===== src/hdl/crtoi_pkg.sv =====
`timescale 1ns / 1ps
// ----------------------------------------------------------------------------
// crtoi_pkg
// Shared types, constants and helpers of the radix text to integer converter.
// ----------------------------------------------------------------------------
package crtoi_pkg;

   localparam int MAX_RADIX    = 16;
   localparam int STORED_CHARS = 16;
   localparam int LEN_W        = 5;
   localparam int DIGIT_W      = 4;
   localparam int VALUE_W      = 32;
   localparam int CSR_DATA_W   = 64;
   localparam int CSR_INDEX_W  = 2;

   // effective radix cap: the smaller of the radix limit and the stored characters
   localparam logic [LEN_W-1:0] ALPHA_LIMIT =
      LEN_W'((MAX_RADIX < STORED_CHARS) ? MAX_RADIX : STORED_CHARS);

   localparam logic [CSR_INDEX_W-1:0] CSR_LENGTH     = 2'd0;
   localparam logic [CSR_INDEX_W-1:0] CSR_LOW_CHARS  = 2'd1;
   localparam logic [CSR_INDEX_W-1:0] CSR_HIGH_CHARS = 2'd2;

   localparam logic [7:0] CHAR_NUL   = 8'd0;
   localparam logic [7:0] CHAR_PLUS  = 8'h2B;
   localparam logic [7:0] CHAR_MINUS = 8'h2D;
   localparam logic [7:0] SPACE_LO   = 8'd9;
   localparam logic [7:0] SPACE_HI   = 8'd13;
   localparam logic [7:0] SPACE_CHAR = 8'd32;

   typedef logic [7:0] char_type;
   typedef logic [STORED_CHARS-1:0][7:0] alphabet_type;

   typedef struct packed {
      logic [LEN_W-1:0] length;
      logic             valid;
   } alpha_info_type;

   typedef struct packed {
      logic               hit;
      logic [DIGIT_W-1:0] index;
   } digit_match_type;

   typedef struct packed {
      logic [VALUE_W-1:0] value;
      logic               alpha_valid;
   } result_type;

   function automatic logic is_space(input char_type c);
      return c inside {[SPACE_LO:SPACE_HI], SPACE_CHAR};
   endfunction

endpackage


===== src/hdl/crtoi_alphabet.sv =====
`timescale 1ns / 1ps
// ----------------------------------------------------------------------------
// crtoi_alphabet
// Alphabet decode: effective length, validity check and parallel digit match.
// ----------------------------------------------------------------------------
module crtoi_alphabet (
   input  logic [crtoi_pkg::LEN_W-1:0] length_in,
   input  crtoi_pkg::alphabet_type     chars,
   input  crtoi_pkg::char_type         char_in,
   output crtoi_pkg::alpha_info_type   info,
   output crtoi_pkg::digit_match_type  match
);

   logic [crtoi_pkg::LEN_W-1:0] limit;
   logic [crtoi_pkg::LEN_W-1:0] eff_len;

   assign limit = (length_in > crtoi_pkg::ALPHA_LIMIT) ? crtoi_pkg::ALPHA_LIMIT : length_in;

   // a zero byte cuts the alphabet short
   always_comb begin
      eff_len = limit;
      for (int k = crtoi_pkg::STORED_CHARS - 1; k >= 0; k--) begin
         if (crtoi_pkg::LEN_W'(k) < limit && chars[k] == crtoi_pkg::CHAR_NUL) begin
            eff_len = crtoi_pkg::LEN_W'(k);
         end
      end
   end

   always_comb begin
      logic ok;
      ok = (eff_len >= crtoi_pkg::LEN_W'(2));
      for (int i = 0; i < crtoi_pkg::STORED_CHARS; i++) begin
         if (crtoi_pkg::LEN_W'(i) < eff_len) begin
            if (chars[i] == crtoi_pkg::CHAR_PLUS || chars[i] == crtoi_pkg::CHAR_MINUS ||
                crtoi_pkg::is_space(chars[i])) begin
               ok = 1'b0;
            end
            for (int j = i + 1; j < crtoi_pkg::STORED_CHARS; j++) begin
               if (crtoi_pkg::LEN_W'(j) < eff_len && chars[j] == chars[i]) begin
                  ok = 1'b0;
               end
            end
         end
      end
      info.length = eff_len;
      info.valid  = ok;
   end

   // lowest matching position wins
   always_comb begin
      match.hit   = 1'b0;
      match.index = '0;
      for (int k = crtoi_pkg::STORED_CHARS - 1; k >= 0; k--) begin
         if (crtoi_pkg::LEN_W'(k) < eff_len && chars[k] == char_in) begin
            match.hit   = 1'b1;
            match.index = crtoi_pkg::DIGIT_W'(k);
         end
      end
   end

endmodule


===== src/hdl/crtoi_parser.sv =====
`timescale 1ns / 1ps
// ----------------------------------------------------------------------------
// crtoi_parser
// Per-string parse state: whitespace skip, sign fold and digit accumulation.
// ----------------------------------------------------------------------------
module crtoi_parser (
   input  logic                        clock,
   input  logic                        reset,
   input  logic                        step,
   input  crtoi_pkg::char_type         char_in,
   input  logic                        last,
   input  crtoi_pkg::alpha_info_type   info,
   input  crtoi_pkg::digit_match_type  match,
   output crtoi_pkg::result_type       result
);

   typedef enum logic [1:0] {
      PH_SPACE,
      PH_SIGN,
      PH_DIGITS,
      PH_DONE
   } parse_phase_type;

   parse_phase_type                 phase_ff, phase_in;
   logic                            neg_ff, neg_in;
   logic [crtoi_pkg::VALUE_W-1:0]   acc_ff, acc_in;
   logic [crtoi_pkg::VALUE_W-1:0]   product;

   assign product = acc_ff * {{(crtoi_pkg::VALUE_W - crtoi_pkg::LEN_W){1'b0}}, info.length};

   always_comb begin
      phase_in = phase_ff;
      neg_in   = neg_ff;
      acc_in   = acc_ff;
      if (char_in == crtoi_pkg::CHAR_NUL) begin
         phase_in = PH_DONE;
      end
      if (phase_in == PH_SPACE && !crtoi_pkg::is_space(char_in)) begin
         phase_in = PH_SIGN;
      end
      if (phase_in == PH_SIGN) begin
         if (char_in == crtoi_pkg::CHAR_MINUS) begin
            neg_in = ~neg_ff;
         end else if (char_in != crtoi_pkg::CHAR_PLUS) begin
            phase_in = PH_DIGITS;
         end
      end
      if (phase_in == PH_DIGITS) begin
         if (!match.hit) begin
            phase_in = PH_DONE;
         end else begin
            acc_in = product
                     + {{(crtoi_pkg::VALUE_W - crtoi_pkg::DIGIT_W){1'b0}}, match.index};
         end
      end
   end

   always_comb begin
      result.alpha_valid = info.valid;
      if (!info.valid) begin
         result.value = '0;
      end else if (neg_in) begin
         result.value = '0 - acc_in;
      end else begin
         result.value = acc_in;
      end
   end

   always_ff @(posedge clock) begin
      if (reset) begin
         phase_ff <= PH_SPACE;
         neg_ff   <= 1'b0;
         acc_ff   <= '0;
      end else if (step) begin
         if (last) begin
            phase_ff <= PH_SPACE;
            neg_ff   <= 1'b0;
            acc_ff   <= '0;
         end else begin
            phase_ff <= phase_in;
            neg_ff   <= neg_in;
            acc_ff   <= acc_in;
         end
      end
   end

endmodule


===== src/hdl/custom_radix_text_to_int.sv =====
`timescale 1ns / 1ps
// ----------------------------------------------------------------------------
// custom_radix_text_to_int
// Text to signed integer conversion in a radix set by a configured alphabet.
// ----------------------------------------------------------------------------
// the result is registered and appears in the cycle after the accepted beat marked end_of_string
// throughput: one beat per cycle while req_stall is low, set by the accumulator multiply-add loop
// a result held by rsp_stall stalls the input until it is taken
// reset: synchronous, clears the alphabet registers, parse state and rsp_valid
module custom_radix_text_to_int (
   input  logic                              clock,
   input  logic                              reset,
   input  logic                              req_valid,
   output logic                              req_stall,
   input  logic [7:0]                        req_char_in,
   input  logic                              req_end_of_string,
   output logic                              rsp_valid,
   input  logic                              rsp_stall,
   output logic signed [crtoi_pkg::VALUE_W-1:0] rsp_value_out,
   output logic                              rsp_alphabet_valid,
   input  logic                              csr_write_enable,
   input  logic [crtoi_pkg::CSR_INDEX_W-1:0] csr_index,
   input  logic [crtoi_pkg::CSR_DATA_W-1:0]  csr_write_data
);

   logic [crtoi_pkg::LEN_W-1:0]      length_ff;
   logic [crtoi_pkg::CSR_DATA_W-1:0] low_chars_ff;
   logic [crtoi_pkg::CSR_DATA_W-1:0] high_chars_ff;

   crtoi_pkg::alphabet_type    chars;
   crtoi_pkg::alpha_info_type  info;
   crtoi_pkg::digit_match_type match;
   crtoi_pkg::result_type      result;

   logic                          rsp_valid_ff;
   logic [crtoi_pkg::VALUE_W-1:0] rsp_value_ff;
   logic                          rsp_alpha_ff;
   logic                          req_accept;

   assign chars      = {high_chars_ff, low_chars_ff};
   assign req_stall  = rsp_valid_ff && rsp_stall;
   assign req_accept = req_valid && !req_stall;

   always_ff @(posedge clock) begin
      if (reset) begin
         length_ff     <= '0;
         low_chars_ff  <= '0;
         high_chars_ff <= '0;
      end else if (csr_write_enable) begin
         case (csr_index)
            crtoi_pkg::CSR_LENGTH:     length_ff     <= csr_write_data[crtoi_pkg::LEN_W-1:0];
            crtoi_pkg::CSR_LOW_CHARS:  low_chars_ff  <= csr_write_data;
            crtoi_pkg::CSR_HIGH_CHARS: high_chars_ff <= csr_write_data;
            default: ;
         endcase
      end
   end

   crtoi_alphabet u_alphabet (
      .length_in (length_ff),
      .chars     (chars),
      .char_in   (req_char_in),
      .info      (info),
      .match     (match)
   );

   crtoi_parser u_parser (
      .clock   (clock),
      .reset   (reset),
      .step    (req_accept),
      .char_in (req_char_in),
      .last    (req_end_of_string),
      .info    (info),
      .match   (match),
      .result  (result)
   );

   // result register, loaded on the last beat of a string
   always_ff @(posedge clock) begin
      if (reset) begin
         rsp_valid_ff <= 1'b0;
      end else if (req_accept) begin
         rsp_valid_ff <= req_end_of_string;
      end else if (!rsp_stall) begin
         rsp_valid_ff <= 1'b0;
      end
      if (req_accept && req_end_of_string) begin
         rsp_value_ff <= result.value;
         rsp_alpha_ff <= result.alpha_valid;
      end
   end

   assign rsp_valid          = rsp_valid_ff;
   assign rsp_value_out      = rsp_value_ff;
   assign rsp_alphabet_valid = rsp_alpha_ff;

`ifndef SYNTH
   a_last_gives_result: assert property (@(posedge clock) disable iff (reset)
      req_accept && req_end_of_string |=> rsp_valid)
      else $error("no result after the last beat of a string");

   a_mid_beat_no_result: assert property (@(posedge clock) disable iff (reset)
      req_accept && !req_end_of_string |=> !rsp_valid)
      else $error("result raised by a beat that does not end a string");

   a_invalid_is_zero: assert property (@(posedge clock) disable iff (reset)
      rsp_valid && !rsp_alphabet_valid |-> rsp_value_out == '0)
      else $error("non-zero value with an invalid alphabet");

   a_stall_only_when_full: assert property (@(posedge clock) disable iff (reset)
      req_stall |-> rsp_valid && rsp_stall)
      else $error("input stalled while the result register can drain");
`endif

endmodule

===== config.mk =====
export PLATFORM = sky130hd
export DESIGN_NAME = custom_radix_text_to_int
export DESIGN_NICKNAME = d
export VERILOG_FILES = /design/src/hdl/crtoi_pkg.sv /design/src/hdl/crtoi_alphabet.sv /design/src/hdl/crtoi_parser.sv /design/src/hdl/custom_radix_text_to_int.sv
export SDC_FILE = /design/constraint.sdc
export NUM_CORES = 2
export LEC_CHECK = 0
export BUFFER_PORTS_ARGS = -buffer_cell sky130_fd_sc_hd__buf_2
export CAP_MARGIN = 20
export CORE_UTILIZATION = 40
export CTS_CLUSTER_DIAMETER = 50
export CTS_CLUSTER_SIZE = 30
export DETAILED_ROUTE_END_ITERATION = 10
export GPL_TIMING_DRIVEN = 0
export PLACE_DENSITY = 0.69
export RECOVER_POWER = 50
export REMOVE_ABC_BUFFERS = 1
export SYNTH_ARGS = -nofsm -noshare
export SYNTH_HDL_FRONTEND = slang
export SYNTH_HIERARCHICAL = 1
export SYNTH_SLANG_ARGS = --single-unit

===== constraint.sdc =====
create_clock -name clock -period 7.4 [get_ports clock]
set_input_delay 1.85 -clock clock [delete_from_list [all_inputs] [get_ports clock]]
set_output_delay 1.85 -clock clock [all_outputs]
set_load 0.05 [all_outputs]

# == After elaboration in Yosys (flattened, before gate mapping) ==
# Cells that the tools add are included.
# totals
reg_bits,202
output_inout_bits,35
# op_classes
add_sub_neg,2
n_mul,1
order_cmp,68
eq_ne,192
mux,202
bitwise,1
reduce_logical,246
# op_table
op,count
$eq 8x8->1,136
$eq 8x6->1 const B,50
$logic_and 1x1->1,173
$mux 5,33
$mux 1,157
$ge 8x4->1 const B,17
$le 8x4->1 const B,17
$logic_not 8->1,17
$mux 32,4
$lt 4x5->1 const A,16
$lt 3x5->1 const A,8
$reduce_bool 2->1,17
$add 32x4->32,1
$logic_or 1x1->1,32
$mul 32x5->32,1
$sub 1x32->32 const A,1
$lt 1x5->1 const A,4
$lt 2x5->1 const A,4
$mux 2,8
$ne 8x6->1 const B,1
$reduce_and 2->1,3
$ge 5x2->1 const B,1
$gt 5x5->1 const B,1
$eq 2x1->1 const B,2
5 further kinds,8

# == Logic depth before layout (Yosys ltp) ==
# logic_depth
ltp_word,173
depth_mapped,36
mapped_depth_nobuf,32

# == By module ==
# Netlist, hierarchy kept.
# by_module_without_submodules
mod,instances,cells_each,area_each_um2,seq_area_each_um2
crtoi_alphabet,1,2176,15522.4,0.0
crtoi_parser,1,1066,8209.1,700.7
custom_radix_text_to_int,1,545,6530.0,3673.5

# == Worst setup path after synthesis ==
# OpenSTA, ideal clock, no wires.
# synth_path
path_kind,input port to flip-flop
from,input port req_char_in[3]
to,"register rsp_value_ff, in the netlist rsp_value_out[31], data pin"
setup_time_ns,0.158
arrival_time_ns,7.854
required_ns,7.242
path_slack_ns,-0.612
stages,24
n_path_buf,2
path_cell_list,clkbuf_1 > buf_1 > xnor2_1 > nand4_1 > a211oi_1 > nor3_1 > a21boi_0 > fa_1 > ha_1 > ha_1 > ha_1 > inv_1 > fa_1 > nand2b_1 > a211oi_2 > o21a_1 > a211oi_1 > or2_2 > o41ai_4 > nand3_4 > nor4_4 > nand4_2 > or4_1 > o211ai_1
# synth_rtl
element,line,source
"start, declared",custom_radix_text_to_int.sv:15,"input logic [7:0] req_char_in,"
"end signal, assigned",custom_radix_text_to_int.sv:88,rsp_value_ff <= result.value;
"end, declared",custom_radix_text_to_int.sv:36,logic [crtoi_pkg::VALUE_W-1:0] rsp_value_ff;

==> summary.md <==
| Metric | Value |
|---|---|
| CP Buf/Inv Count | `6` |
| Synth area leader | `xor2_1` |
| Top FF cell, synth | `dfxtp_1` |
| Antenna Nets Post-Route | `0` |
| Max-slew headroom | `-1.43` |
| Iter 0 DRT Violations | `3617` |
| Clock power share | `0.372` |
| CTS buffer count | `35` |
| CP required | `7.75 ns` |
| Clock buffer depth | `3` |
| Max-cap violations | `3` |
| Total track usage | `0.301` |
| Setup CP Type | `flop to flop` |
| Wirelength per Cell | `25.2 µm` |
| Synth top area cells | `xor2_1, xnor2_1, dfxtp_1` |
| Starting Density | `0.405` |
| Asr flop ratio synth | `0` |
| Hold-critical path depth | `2` |
| Drt total wl | `around 120000 µm` |
| Internal power | `about 2900 µW` |
| Flops & latches, synth | `roughly 200` |
| Htree depth | `2` |
| Post-route core utilization | `0.494` |
| Worst r2r src | `high_chars_ff[52]` |
| Hold_sp | `rsp_valid` |
| Register area share after synthesis | `0.145` |
| Min-delay worst type | `flop to flop` |
| Count of cell types in the netlist | `100` |
| Global route total overflow | `0` |
| PortBufs | `approximately 110` |
| PwrDens | `approximately 130 nW/µm²` |
| # setup viols final | `14` |
| Synthesized area | `between 30000 and 40000 µm²` |
| Overall power | `about 4700 µW` |
| Die Wd | `277 µm` |
| Total die area | `~77000 µm²` |
| Dpl ws | `-3.90 ns` |
| Reg2reg path depth | `32` |
| Syn Area/Cell | `around 8.0 µm²` |
| Reg2Reg Setup Slack | `-0.64 ns` |
| Mapped Cells | `~3800` |
| CP max FO | `10` |
| Vias in the first global route | `roughly 29000` |
| Synth Warn # | `6` |
| GP Congestion | `approximately 1.0` |
| P_leak | `0.0169 µW` |
| Failing checks | `max-capacitance violations, max-slew violations, negative setup slack` |
| Worst-skew pair later-pin latency | `between 0.6 and 0.7 ns` |
| Post-synth EDFFs | `33` |
| Hold Vio Cnt, Final | `0` |
| Worst VDD drop | `roughly 0.00020 V` |
| Number of antenna diodes | `0` |
| Sw Share | `0.398` |
| Hold path endpoint | `rsp_valid` |
| Layout Nets | `just over 4000` |
| I/O pins | `115` |
| Setup WS post-layout | `-0.635 ns` |
| Tcrit/Tclk final | `1.09` |
| Combinational Power Share | `0.356` |
| Clock root buffer | `clkbuf_16` |
| Via density | `around 6` |
| Max Slew Vio Count | `270` |
| Final HPWL DP | `84300 µm` |
| Slowest stage delay, CP | `around 0.55 ns` |
| Switching pwr | `1890 µW` |
| DR pass1 iterations | `8` |
| Share of cells above drive strength 1 | `0.181` |
| Unrepaired setup endpoints after global routing | `true` |
| Crit path max-delay family | `simple AND/OR/NAND/NOR gates` |
| Routed via count | `approximately 30000` |
| Residual DRC count | `0` |
| Max Fclk | `124 MHz` |
| Sequential power share | `0.273` |
| Worst slew pin tran | `3.65 ns` |
| Clock slew at reported path FFs | `0.07 ns` |
| Row count | `100` |
| Critical-path top delay cell | `fa_2` |
| Hold buffers post-CTS | `0` |
| Cell with the most instances after synthesis | `xor2_1` |
| Top cells by count, synth | `xor2_1, xnor2_1, clkbuf_1` |
| Post-layout min period | `roughly 8 ns` |
| Core area | `around 75000 µm²` |
| Startpoint Class | `flop` |
| Initial antenna violation count | `3` |
| Syn-to-layout area delta | `22.0%` |
| Die height | `roughly 280 µm` |
| Largest net degree at the start of global routing | `150` |
| Crit path top cell by count | `inv_2` |
| CTS tree | `done` |
| CP Data Arrival Time | `~8.4 ns` |
| Clock Sinks | `a little over 200` |
| Final Skew | `0.0589 ns` |
| Reg-to-reg endpoint | `rsp_value_out[31]` |
| Yosys top cell area share | `0.178` |
| First-pass GRT wire length | `178000 µm` |
| Status | `complete, but fails checks` |
| Critical Path End Type | `flop` |
## flip-flops by register name, summed over array words and instances, names as in the netlist
signal and flops:
low_chars_ff 64, rsp_valid 1, u_parser/neg_ff 1, length_ff 5, u_parser/phase_ff 2, rsp_alphabet_valid 1
high_chars_ff 64, rsp_value_out 32, u_parser/acc_ff 32
## what timing repair did
| item | CTS | global route |
|---|---|---|
| pin swaps | 69 | 57 |
| gates resized for setup | 291 | 85 |
| endpoints found under the setup margin | 64 | 31 |
| gates cloned | 2 | 0 |
| setup buffers | 61 | 50 |
## power groups by stage
| stage | registers [µW] | logic (µW) | clock network, µW |
|---|---|---|---|
| final | 1290 | 1690 | 1760 |
| after global routing | 1290 | 1750 | 1840 |
| after global placement | 1440 | 1160 | 0 |
| after CTS | 1290 | 1570 | 1780 |
| after detailed placement | 1330 | 1440 | 0 |
| after floorplan | 1350 | 794 | 0 |
## worst min-delay path, cell delays in order, from the launching register on
cell	delay [ns]
dfxtp_1	0.30
nand2_1	0.08
a21oi_1	0.07
## cell type report
type / instances / area, µm²
clock buffer: 36 / 890
tap: 969 / 1210
timing repair inverter: 2 / 17.5
fill: 6727 / 37800
inverter: 171 / 681
sequential: 202 / 4660
clock inverter: 27 / 353
timing repair buffer: 344 / 4370
multi-input combinational: 3052 / 24700
## metal layers
metal | track usage | vias to the layer above | part of all wire
met2 | 0.467 | 2088 | 0.43
met4 | 0.193 | 2 | 0.077
met1 | 0.367 | 14171 | 0.37
met5 | 0 | - | 0.00046
met3 | 0.0798 | 681 | 0.12
li1 | - | 12746 | -
## kinds of logic after synthesis
kind of cell	after synthesis	share of synthesized area
compound gates	419	0.0953
xor+xnor	1154	0.334
fa+ha+maj	149	0.0829
buf+inv	533	0.0712
flops	202	0.145
mux	155	0.0519
simple gates	1175	0.220
## per-stage QoR
stage	std cells	hold slack (ns)	instance area [µm²]	setup TNS [ns]
after detailed placement	4634	0.497	33600	-152.08
after floorplan	3425	0.497	28800	-10.10
after global routing	4803	0.545	36900	-8.75
after CTS	4758	0.505	36300	-5.00
after global placement	4508	0.489	30500	-280.77
final	4803	0.503	36900	-5.68
## how the worst max path moves through the flow
stage                           start                end  slack [ns]  cells after the start
floorplan           high_chars_ff[17]  rsp_value_out[31]       -0.86                     27
global placement    high_chars_ff[25]  rsp_value_out[28]       -5.58                     27
detailed placement       length_ff[4]  rsp_value_out[31]       -3.90                     31
CTS                  low_chars_ff[35]  rsp_value_out[31]       -0.46                     31
global route         low_chars_ff[39]  rsp_value_out[31]       -0.78                     33
finish              high_chars_ff[52]  rsp_value_out[31]       -0.64                     32
## placed cells by master (no fill, tap or decap), types with 13 or more instances in the layout
master,n
xor2_1,615
xnor2_1,533
nand2b_1,205
inv_1,165
and2_1,165
nor4_1,154
mux2i_1,151
nor2_1,144
nand4_1,137
nand2_1,127
buf_2,105
buf_4,101
buf_16,84
fa_1,84
a21oi_1,81
o21ai_0,72
ha_1,59
dfxtp_1,58
dfxtp_4,57
dfxtp_2,54
nand3_1,39
nor3_1,38
clkbuf_16,35
edfxtp_1,33
buf_8,32
a22oi_1,30
nor2b_1,23
a31oi_1,20
nor3_4,15
o211ai_1,15
or3_1,15
and3_1,13
(Power assumes the default switching activity.)
